==> config.mk <==
export PLATFORM = sky130hd
export DESIGN_NAME = qlsf_alu
export DESIGN_NICKNAME = d
export VERILOG_FILES = /design/src/rtl/qlsf_pkg.sv /design/src/rtl/qlsf_alu.sv
export SDC_FILE = /design/constraint.sdc
export NUM_CORES = 2
export LEC_CHECK = 0
export BUFFER_PORTS_ARGS = -buffer_cell sky130_fd_sc_hd__buf_2
export CORE_AREA = 10 10 423 425
export DETAILED_ROUTE_END_ITERATION = 12
export DIE_AREA = 0 0 433 435
export SYNTH_ARGS = -nofsm -noshare
export SYNTH_HDL_FRONTEND = slang
export SYNTH_SLANG_ARGS = --single-unit
==> constraint.sdc <==
create_clock -name clock -period 36 [get_ports clock]
set_clock_uncertainty 0.05 [all_clocks]
set_input_delay 7.2 -clock clock [delete_from_list [all_inputs] [get_ports clock]]
set_output_delay 7.2 -clock clock [all_outputs]
set_load 0.1 [all_outputs]
==> src/rtl/qlsf_pkg.sv <==
package qlsf_pkg;

   // Datapath widths
   localparam int WIDE_W   = 256;
   localparam int MUL_W    = 64;
   localparam int CNT_W    = $clog2(WIDE_W);

   // Item fields
   localparam int X_W        = 12;
   localparam int Y_W        = 16;
   localparam int COEF_W     = 64;
   localparam int POINTS_W   = 11;
   localparam int STATUS_W   = 2;
   localparam int REQ_DATA_W = 32;
   localparam int RSP_DATA_W = 208;

   // Defaults for the top-level parameters
   localparam int MAX_POINTS_DEF = 1024;
   localparam int FRAC_BITS_DEF  = 16;

   // Per-sample products, signed
   localparam int X2_W  = 24;
   localparam int X3_W  = 34;
   localparam int X4_W  = 46;
   localparam int XY_W  = 28;
   localparam int X2Y_W = 39;

   // Running sums, signed
   localparam int SX_W   = 23;
   localparam int SX2_W  = 34;
   localparam int SX3_W  = 45;
   localparam int SX4_W  = 56;
   localparam int SY_W   = 27;
   localparam int SXY_W  = 38;
   localparam int SX2Y_W = 49;

   // Scratch memory for the solve
   localparam int RAM_DEPTH = 16;
   localparam int RAM_AW    = $clog2(RAM_DEPTH);
   localparam logic [RAM_AW-1:0] ADR_M24 = RAM_AW'(0);
   localparam logic [RAM_AW-1:0] ADR_M14 = RAM_AW'(1);
   localparam logic [RAM_AW-1:0] ADR_M13 = RAM_AW'(2);
   localparam logic [RAM_AW-1:0] ADR_P   = RAM_AW'(3);
   localparam logic [RAM_AW-1:0] ADR_Q   = RAM_AW'(4);
   localparam logic [RAM_AW-1:0] ADR_R   = RAM_AW'(5);
   localparam logic [RAM_AW-1:0] ADR_U   = RAM_AW'(6);
   localparam logic [RAM_AW-1:0] ADR_N0  = RAM_AW'(7);

   // Microcode sequence
   localparam int STEP_W = 5;
   localparam logic [STEP_W-1:0] STEP_SAMPLE_LAST = STEP_W'(4);
   localparam logic [STEP_W-1:0] STEP_SOLVE_LAST  = STEP_W'(30);
   localparam logic [CNT_W-1:0]  SAMPLE_MSB       = CNT_W'(23);
   localparam logic [CNT_W-1:0]  SOLVE_MSB        = CNT_W'(MUL_W - 1);

   typedef enum logic [1:0] {
      FIT_OK,
      FIT_SINGULAR,
      FIT_TOO_MANY,
      FIT_SATURATED
   } fit_status_type;

   typedef enum logic [3:0] {
      SRC_CNT, SRC_SX, SRC_SX2, SRC_SX3, SRC_SX4, SRC_SY, SRC_SXY, SRC_SX2Y,
      SRC_X, SRC_Y, SRC_X2, SRC_MEM
   } src_type;

   typedef enum logic [2:0] {
      DST_NONE, DST_X2, DST_X3, DST_X4, DST_XY, DST_X2Y, DST_DET, DST_MEM
   } dst_type;

   typedef enum logic {
      OP_MAC,
      OP_DIV
   } alu_op_type;

   typedef enum logic [2:0] {
      AL_IDLE, AL_MAC, AL_ABSN, AL_ABSD, AL_DIV, AL_RND, AL_INC
   } alu_state_type;

   typedef enum logic [3:0] {
      ST_IDLE, ST_FETCH, ST_LOAD, ST_WAIT, ST_SUMS, ST_CHECK,
      ST_DFETCH, ST_DLOAD, ST_DWAIT, ST_EMIT
   } ctrl_state_type;

   typedef struct packed {
      src_type           src_a;
      src_type           src_b;
      logic              first;
      logic              neg;
      dst_type           dst;
      logic [RAM_AW-1:0] raddr;
      logic [RAM_AW-1:0] waddr;
   } step_type;

   typedef struct packed {
      logic             start;
      alu_op_type       op;
      logic             first;
      logic             neg;
      logic [CNT_W-1:0] last_bit;
   } alu_cmd_type;

   typedef struct packed {
      logic              busy;
      logic              qneg;
      logic [WIDE_W-1:0] acc;
      logic [WIDE_W-1:0] quo;
   } alu_stat_type;

   function automatic step_type mk_step(input src_type a, input src_type b, input logic first,
                                        input logic neg, input dst_type dst,
                                        input logic [RAM_AW-1:0] raddr,
                                        input logic [RAM_AW-1:0] waddr);
      step_type s;
      s.src_a = a;
      s.src_b = b;
      s.first = first;
      s.neg   = neg;
      s.dst   = dst;
      s.raddr = raddr;
      s.waddr = waddr;
      return s;
   endfunction

   // Each step adds (or subtracts) src_a * src_b to the accumulator.
   function automatic step_type ucode(input logic [STEP_W-1:0] idx);
      step_type s;
      case (idx)
         // per-sample products
         5'd0:  s = mk_step(SRC_X,    SRC_X,    1'b1, 1'b0, DST_X2,   ADR_M24, ADR_M24);
         5'd1:  s = mk_step(SRC_X2,   SRC_X,    1'b1, 1'b0, DST_X3,   ADR_M24, ADR_M24);
         5'd2:  s = mk_step(SRC_X2,   SRC_X2,   1'b1, 1'b0, DST_X4,   ADR_M24, ADR_M24);
         5'd3:  s = mk_step(SRC_Y,    SRC_X,    1'b1, 1'b0, DST_XY,   ADR_M24, ADR_M24);
         5'd4:  s = mk_step(SRC_X2,   SRC_Y,    1'b1, 1'b0, DST_X2Y,  ADR_M24, ADR_M24);
         // 2x2 minors of the normal matrix
         5'd5:  s = mk_step(SRC_SX4,  SRC_SX2,  1'b1, 1'b0, DST_NONE, ADR_M24, ADR_M24);
         5'd6:  s = mk_step(SRC_SX3,  SRC_SX3,  1'b0, 1'b1, DST_MEM,  ADR_M24, ADR_M24);
         5'd7:  s = mk_step(SRC_SX4,  SRC_SX,   1'b1, 1'b0, DST_NONE, ADR_M24, ADR_M14);
         5'd8:  s = mk_step(SRC_SX3,  SRC_SX2,  1'b0, 1'b1, DST_MEM,  ADR_M24, ADR_M14);
         5'd9:  s = mk_step(SRC_SX3,  SRC_SX,   1'b1, 1'b0, DST_NONE, ADR_M24, ADR_M13);
         5'd10: s = mk_step(SRC_SX2,  SRC_SX2,  1'b0, 1'b1, DST_MEM,  ADR_M24, ADR_M13);
         // determinant
         5'd11: s = mk_step(SRC_MEM,  SRC_CNT,  1'b1, 1'b0, DST_NONE, ADR_M24, ADR_M24);
         5'd12: s = mk_step(SRC_MEM,  SRC_SX,   1'b0, 1'b1, DST_NONE, ADR_M14, ADR_M24);
         5'd13: s = mk_step(SRC_MEM,  SRC_SX2,  1'b0, 1'b0, DST_DET,  ADR_M13, ADR_M24);
         // minors that involve the right-hand side
         5'd14: s = mk_step(SRC_SX4,  SRC_SXY,  1'b1, 1'b0, DST_NONE, ADR_M24, ADR_P);
         5'd15: s = mk_step(SRC_SX3,  SRC_SX2Y, 1'b0, 1'b1, DST_MEM,  ADR_M24, ADR_P);
         5'd16: s = mk_step(SRC_SX3,  SRC_SXY,  1'b1, 1'b0, DST_NONE, ADR_M24, ADR_Q);
         5'd17: s = mk_step(SRC_SX2,  SRC_SX2Y, 1'b0, 1'b1, DST_MEM,  ADR_M24, ADR_Q);
         5'd18: s = mk_step(SRC_SX2Y, SRC_SX,   1'b1, 1'b0, DST_NONE, ADR_M24, ADR_R);
         5'd19: s = mk_step(SRC_SXY,  SRC_SX2,  1'b0, 1'b1, DST_MEM,  ADR_M24, ADR_R);
         5'd20: s = mk_step(SRC_SX2Y, SRC_SX2,  1'b1, 1'b0, DST_NONE, ADR_M24, ADR_U);
         5'd21: s = mk_step(SRC_SXY,  SRC_SX3,  1'b0, 1'b1, DST_MEM,  ADR_M24, ADR_U);
         // numerators
         5'd22: s = mk_step(SRC_MEM,  SRC_SY,   1'b1, 1'b0, DST_NONE, ADR_M24, ADR_N0);
         5'd23: s = mk_step(SRC_MEM,  SRC_SX,   1'b0, 1'b1, DST_NONE, ADR_P,   ADR_N0);
         5'd24: s = mk_step(SRC_MEM,  SRC_SX2,  1'b0, 1'b0, DST_MEM,  ADR_Q,   ADR_N0);
         5'd25: s = mk_step(SRC_MEM,  SRC_CNT,  1'b1, 1'b0, DST_NONE, ADR_P,   ADR_N0);
         5'd26: s = mk_step(SRC_MEM,  SRC_SY,   1'b0, 1'b1, DST_NONE, ADR_M14, ADR_N0);
         5'd27: s = mk_step(SRC_MEM,  SRC_SX2,  1'b0, 1'b0, DST_MEM,  ADR_R,
                            RAM_AW'(ADR_N0 + RAM_AW'(1)));
         5'd28: s = mk_step(SRC_MEM,  SRC_CNT,  1'b1, 1'b0, DST_NONE, ADR_U,   ADR_N0);
         5'd29: s = mk_step(SRC_MEM,  SRC_SX,   1'b0, 1'b1, DST_NONE, ADR_R,   ADR_N0);
         5'd30: s = mk_step(SRC_MEM,  SRC_SY,   1'b0, 1'b0, DST_MEM,  ADR_M13,
                            RAM_AW'(ADR_N0 + RAM_AW'(2)));
         default: s = mk_step(SRC_CNT, SRC_CNT, 1'b1, 1'b0, DST_NONE, ADR_M24, ADR_M24);
      endcase
      return s;
   endfunction

endpackage

==> src/rtl/qlsf_alu.sv <==
// Shared bit-serial unit: signed multiply-accumulate one multiplier bit per
// cycle, and a restoring divide one quotient bit per cycle with rounding.
module qlsf_alu (
   input  logic                        clock,
   input  logic                        reset,
   input  qlsf_pkg::alu_cmd_type       cmd,
   input  logic [qlsf_pkg::WIDE_W-1:0] opa,
   input  logic [qlsf_pkg::MUL_W-1:0]  opb,
   input  logic [qlsf_pkg::WIDE_W-1:0] opd,
   output qlsf_pkg::alu_stat_type      stat
);
   import qlsf_pkg::*;

   alu_state_type     state_ff, state_in;
   logic [WIDE_W-1:0] acc_ff, acc_in;
   logic [WIDE_W-1:0] mcand_ff, mcand_in;
   logic [MUL_W-1:0]  mplier_ff, mplier_in;
   logic [WIDE_W-1:0] div_ff, div_in;
   logic [CNT_W-1:0]  cnt_ff, cnt_in;
   logic [CNT_W-1:0]  last_bit_ff, last_bit_in;
   logic              neg_ff, neg_in;
   logic              rnd_ff, rnd_in;

   logic [WIDE_W-1:0] add_x, add_y, rem_shift;
   logic              add_sub, mac_last, qbit;
   logic [WIDE_W:0]   add_sum;

   assign add_sum = {1'b0, add_x} + {1'b0, (add_sub ? ~add_y : add_y)}
                    + (WIDE_W+1)'(add_sub);
   assign mac_last  = (cnt_ff == last_bit_ff);
   assign rem_shift = {acc_ff[WIDE_W-2:0], mcand_ff[WIDE_W-1]};
   assign qbit      = add_sum[WIDE_W];

   always_comb begin
      state_in = state_ff;
      case (state_ff)
         AL_IDLE: begin
            if (cmd.start) begin
               state_in = (cmd.op == OP_MAC) ? AL_MAC : AL_ABSN;
            end
         end
         AL_MAC:  if (mac_last) state_in = AL_IDLE;
         AL_ABSN: state_in = AL_ABSD;
         AL_ABSD: state_in = AL_DIV;
         AL_DIV:  if (cnt_ff == CNT_W'(WIDE_W - 1)) state_in = AL_RND;
         AL_RND:  state_in = AL_INC;
         AL_INC:  state_in = AL_IDLE;
         default: state_in = AL_IDLE;
      endcase
   end

   always_comb begin
      acc_in      = acc_ff;
      mcand_in    = mcand_ff;
      mplier_in   = mplier_ff;
      div_in      = div_ff;
      cnt_in      = cnt_ff;
      last_bit_in = last_bit_ff;
      neg_in      = neg_ff;
      rnd_in      = rnd_ff;
      add_x       = acc_ff;
      add_y       = mcand_ff;
      add_sub     = 1'b0;
      case (state_ff)
         AL_IDLE: begin
            if (cmd.start) begin
               mcand_in    = opa;
               mplier_in   = opb;
               div_in      = opd;
               cnt_in      = '0;
               last_bit_in = cmd.last_bit;
               if (cmd.op == OP_MAC) begin
                  neg_in = cmd.neg;
                  if (cmd.first) begin
                     acc_in = '0;
                  end
               end else begin
                  neg_in = opa[WIDE_W-1] ^ opd[WIDE_W-1];
               end
            end
         end
         AL_MAC: begin
            // The top multiplier bit carries negative weight.
            add_sub = neg_ff ^ mac_last;
            if (mplier_ff[0]) begin
               acc_in = add_sum[WIDE_W-1:0];
            end
            mcand_in  = {mcand_ff[WIDE_W-2:0], 1'b0};
            mplier_in = {mplier_ff[MUL_W-1], mplier_ff[MUL_W-1:1]};
            cnt_in    = cnt_ff + CNT_W'(1);
         end
         AL_ABSN: begin
            add_x   = '0;
            add_sub = 1'b1;
            if (mcand_ff[WIDE_W-1]) begin
               mcand_in = add_sum[WIDE_W-1:0];
            end
            acc_in = '0;
         end
         AL_ABSD: begin
            add_x   = '0;
            add_y   = div_ff;
            add_sub = 1'b1;
            if (div_ff[WIDE_W-1]) begin
               div_in = add_sum[WIDE_W-1:0];
            end
         end
         AL_DIV: begin
            add_x    = rem_shift;
            add_y    = div_ff;
            add_sub  = 1'b1;
            acc_in   = qbit ? add_sum[WIDE_W-1:0] : rem_shift;
            mcand_in = {mcand_ff[WIDE_W-2:0], qbit};
            cnt_in   = cnt_ff + CNT_W'(1);
         end
         AL_RND: begin
            // Round half away from zero: bump when twice the remainder reaches the divisor.
            add_x   = {acc_ff[WIDE_W-2:0], 1'b0};
            add_y   = div_ff;
            add_sub = 1'b1;
            rnd_in  = add_sum[WIDE_W];
         end
         AL_INC: begin
            add_x    = mcand_ff;
            add_y    = WIDE_W'(rnd_ff);
            mcand_in = add_sum[WIDE_W-1:0];
         end
         default: begin
            add_sub = 1'b0;
         end
      endcase
   end

   always_ff @(posedge clock) begin
      if (reset) begin
         state_ff <= AL_IDLE;
      end else begin
         state_ff <= state_in;
      end
      acc_ff      <= acc_in;
      mcand_ff    <= mcand_in;
      mplier_ff   <= mplier_in;
      div_ff      <= div_in;
      cnt_ff      <= cnt_in;
      last_bit_ff <= last_bit_in;
      neg_ff      <= neg_in;
      rnd_ff      <= rnd_in;
   end

   assign stat.busy = (state_ff != AL_IDLE);
   assign stat.qneg = neg_ff;
   assign stat.acc  = acc_ff;
   assign stat.quo  = mcand_ff;

endmodule
==> impl_metrics.yaml <==
drt:
  drtAntennaViolNets: 0
  routed_via_density: 6.561
  vias: 71830
  drc: 0
  drtIter0Drc: 8903
  drtPass1Iterations: 11
  wl_per_cell_um: 32.87
  wl_um: 359900
grt:
  overflow: 0
  grt_use_met3_pct: 5.366
  grt_usage_pct: 36.10
  top_usage_layer: "met2"
  antenna_found_initial: 49
  grt_util_met1_pct: 45.75
  use_met2_pct: 59.73
  grt_pass1_wl_um: 507400
  grt_pass1_vias: 69110
  grt_max_degree: 165
die:
  start_util_pct: 41.12
  dieArea_um2: 188400
  die_w_um: 433
  io_pins: 1104
  rows: 152
  coreArea_um2: 170600
  die_h_um: 435
sta:
  rsz0062_at_grt: "false"
  slew_headroom_pct: -0.5195
  final-setup-viol-count: 0
  post-route-min-period_ns: 10.88
  max_freq_mhz: 91.92
  final-hold-violation-count: 0
  tns_ns: 0
  max_slew.worst_pin.slew_ns: 1.494
  period_share_pct: 30.22
  drv_slew: 1
hold_path:
  min_path_type: "flop to flop"
clock_tree:
  worstSkewPairLatency_ns: 0.82
  cts_resized: 0
  clkTransAtPathRegs_ns: 0.06
  cts_buffers: 100
  cts.hold.buffers_added: 0
  ctsHtreeMaxLevel: 3
  clock_tree.root_cell: "clkbuf_16"
  cts_buffer_depth: 3
  cts_tree: "yes"
  cts_setup_buffers: 0
  cts_sinks: 853
synthesis:
  seq_area_frac_synth_pct: 36.47
  netlist_area_um2: 70140
  synth_seq_cells: 853
  syn_nets: 8790
  syn_inst: 7943
  synthDistinctLibCells: 95
  async_flop_share_pct: 0
  synth-edff-count: 850
  ys.flop_type: "edfxtp_1"
  yosysWarnings: 0
  avgSynthCellArea_um2: 8.831
cells_and_area:
  area_growth_pct: 14.47
  drive_above_1_share_pct: 18.29
  layout_common_cells: "buf_2, edfxtp_1, nand2_1, o21ai_0, a21oi_1"
  num-nets-final: 9452
  final_common_cell: "buf_2"
status:
  status: "complete, but fails checks"
  violations: "capacitance limit, slew limit"
placement:
  numPortBuffers: 1103
  dp_hpwl_um: 283000
  gp_congestion: 1.021
setup_path:
  path_class: "flop to flop"
  cp_max_fo: 51
  worstPathRequired_ns: 36.49
  critPathCaptureType: "flop"
  critPathLaunchType: "flop"
  cp.arrival_ns: 11.37
run:
  cap_violations: 1
## metrics by stage
step / area [um^2] / hold slack [ns] / setup slack (ns) / std cells / utilization [%]
final: 80290 / 0.4593 / 25.12 / 10950 / 47.07
after global routing: 80280 / 0.4687 / 25.38 / 10950 / 47.06
after CTS: 80210 / 0.4599 / 25.72 / 10920 / 47.02
after detailed placement: 77020 / 0.4441 / 25.69 / 10740 / 45.15
after global placement: 77020 / 0.4359 / 25.69 / 10740 / 45.15
after floorplan: 70140 / 0.4336 / 8.482 / 7943 / -
## cell families (layout without fill, tap and decap cells)
logic type	after synthesis	in the layout	share of synthesized area (%)
buffers and inverters	874	1614	4.807
and+or+nand+nor	2157	2157	14.11
xor gates and xnor gates	504	504	6.293
AOI/OAI and AO/OA	2925	2925	28.10
muxes	373	373	5.621
other	0	33	0
adders and majority gates	257	257	4.595
DFF	853	853	36.47
## critical path, cell delays in order, from the launching register on
cell and delay, ns:
dfxtp_4 0.52, buf_4 0.39, or3b_4 0.58, nor2_1 0.12, and3_1 0.18, a211o_4 0.44, buf_4 0.70, buf_4 0.81
xnor2_1 0.18, ha_1 0.47, nand4_1 0.31, nor3_1 0.75, nand3_1 0.47, or3_1 0.62, nor4_1 0.97, o21ai_0 0.67
nand3_1 0.60, a31oi_1 0.30, o21ai_0 0.78, xnor2_1 0.29, a22o_1 0.24
## state kept, by name, summed over array words and instances (netlist names)
register	flops
acc_ff	256
cnt_ff	8
div_ff	256
last_bit_ff	8
mcand_ff	256
mplier_ff	64
neg_ff	1
rnd_ff	1
state_ff	3
## layout make-up
type | instances | area [um^2]
diodes | 33 | 82.58
clock buffers | 121 | 2581
clock inverters | 59 | 604.3
fillers | 16970 | 90300
inverters | 231 | 874.6
multi-input cells | 6216 | 41380
flip-flops and latches | 853 | 25600
well taps | 2233 | 2794
repair buffers | 1203 | 6384
## worst paths after layout
check                 from            end  slack (ns)  depth (start not counted)
max            state_ff[1]    acc_ff[233]       25.12                         20
min          mplier_ff[59]  mplier_ff[58]        0.46                          2
max reg2reg    state_ff[1]    acc_ff[233]       25.12                         20
min reg2reg  mplier_ff[59]  mplier_ff[58]        0.46                          2
## Yosys cell counts (all sizes together) (10+ instances only)
master	number	area share, %
nor2b	177	1.6
ha	256	4.6
clkbuf	521	2.8
a21boi	29	0.31
nand2	853	4.6
o31a	10	0.12
nor4	38	0.37
o221ai	11	0.14
a211o	10	0.12
a31oi	86	0.77
or3	16	0.14
xnor2	383	4.8
nor3	94	0.69
a21o	204	2.2
and2	13	0.12
o211ai	30	0.34
nand2b	11	0.098
and4	25	0.31
inv	230	1.2
mux2	157	2.5
o31ai	59	0.64
a22o	457	5.7
xor2	121	1.5
a21oi	623	4.4
buf	122	0.78
edfxtp	850	36
nand3	74	0.53
o21bai	65	0.70
nor2	564	3.0
o22ai	15	0.13
or2	32	0.29
a222oi	146	2.1
a221oi	21	0.26
and3	35	0.31
nand4	203	1.8
o21ai	712	5.1
mux2i	215	3.1
a211oi	22	0.24
o21a	46	0.49
a22oi	301	3.2
## per-layer routing
metal  wire [um]  vias to the layer above
met2      169500                     3848
met1      143400                    35800
met3       26920                      646
met4       20050                        2
li1            -                    31540
met5          10                        -
Power is left out: the tool's default activity adds up to more than one toggle a clock period on the data nets, which glitch-free logic cannot reach.
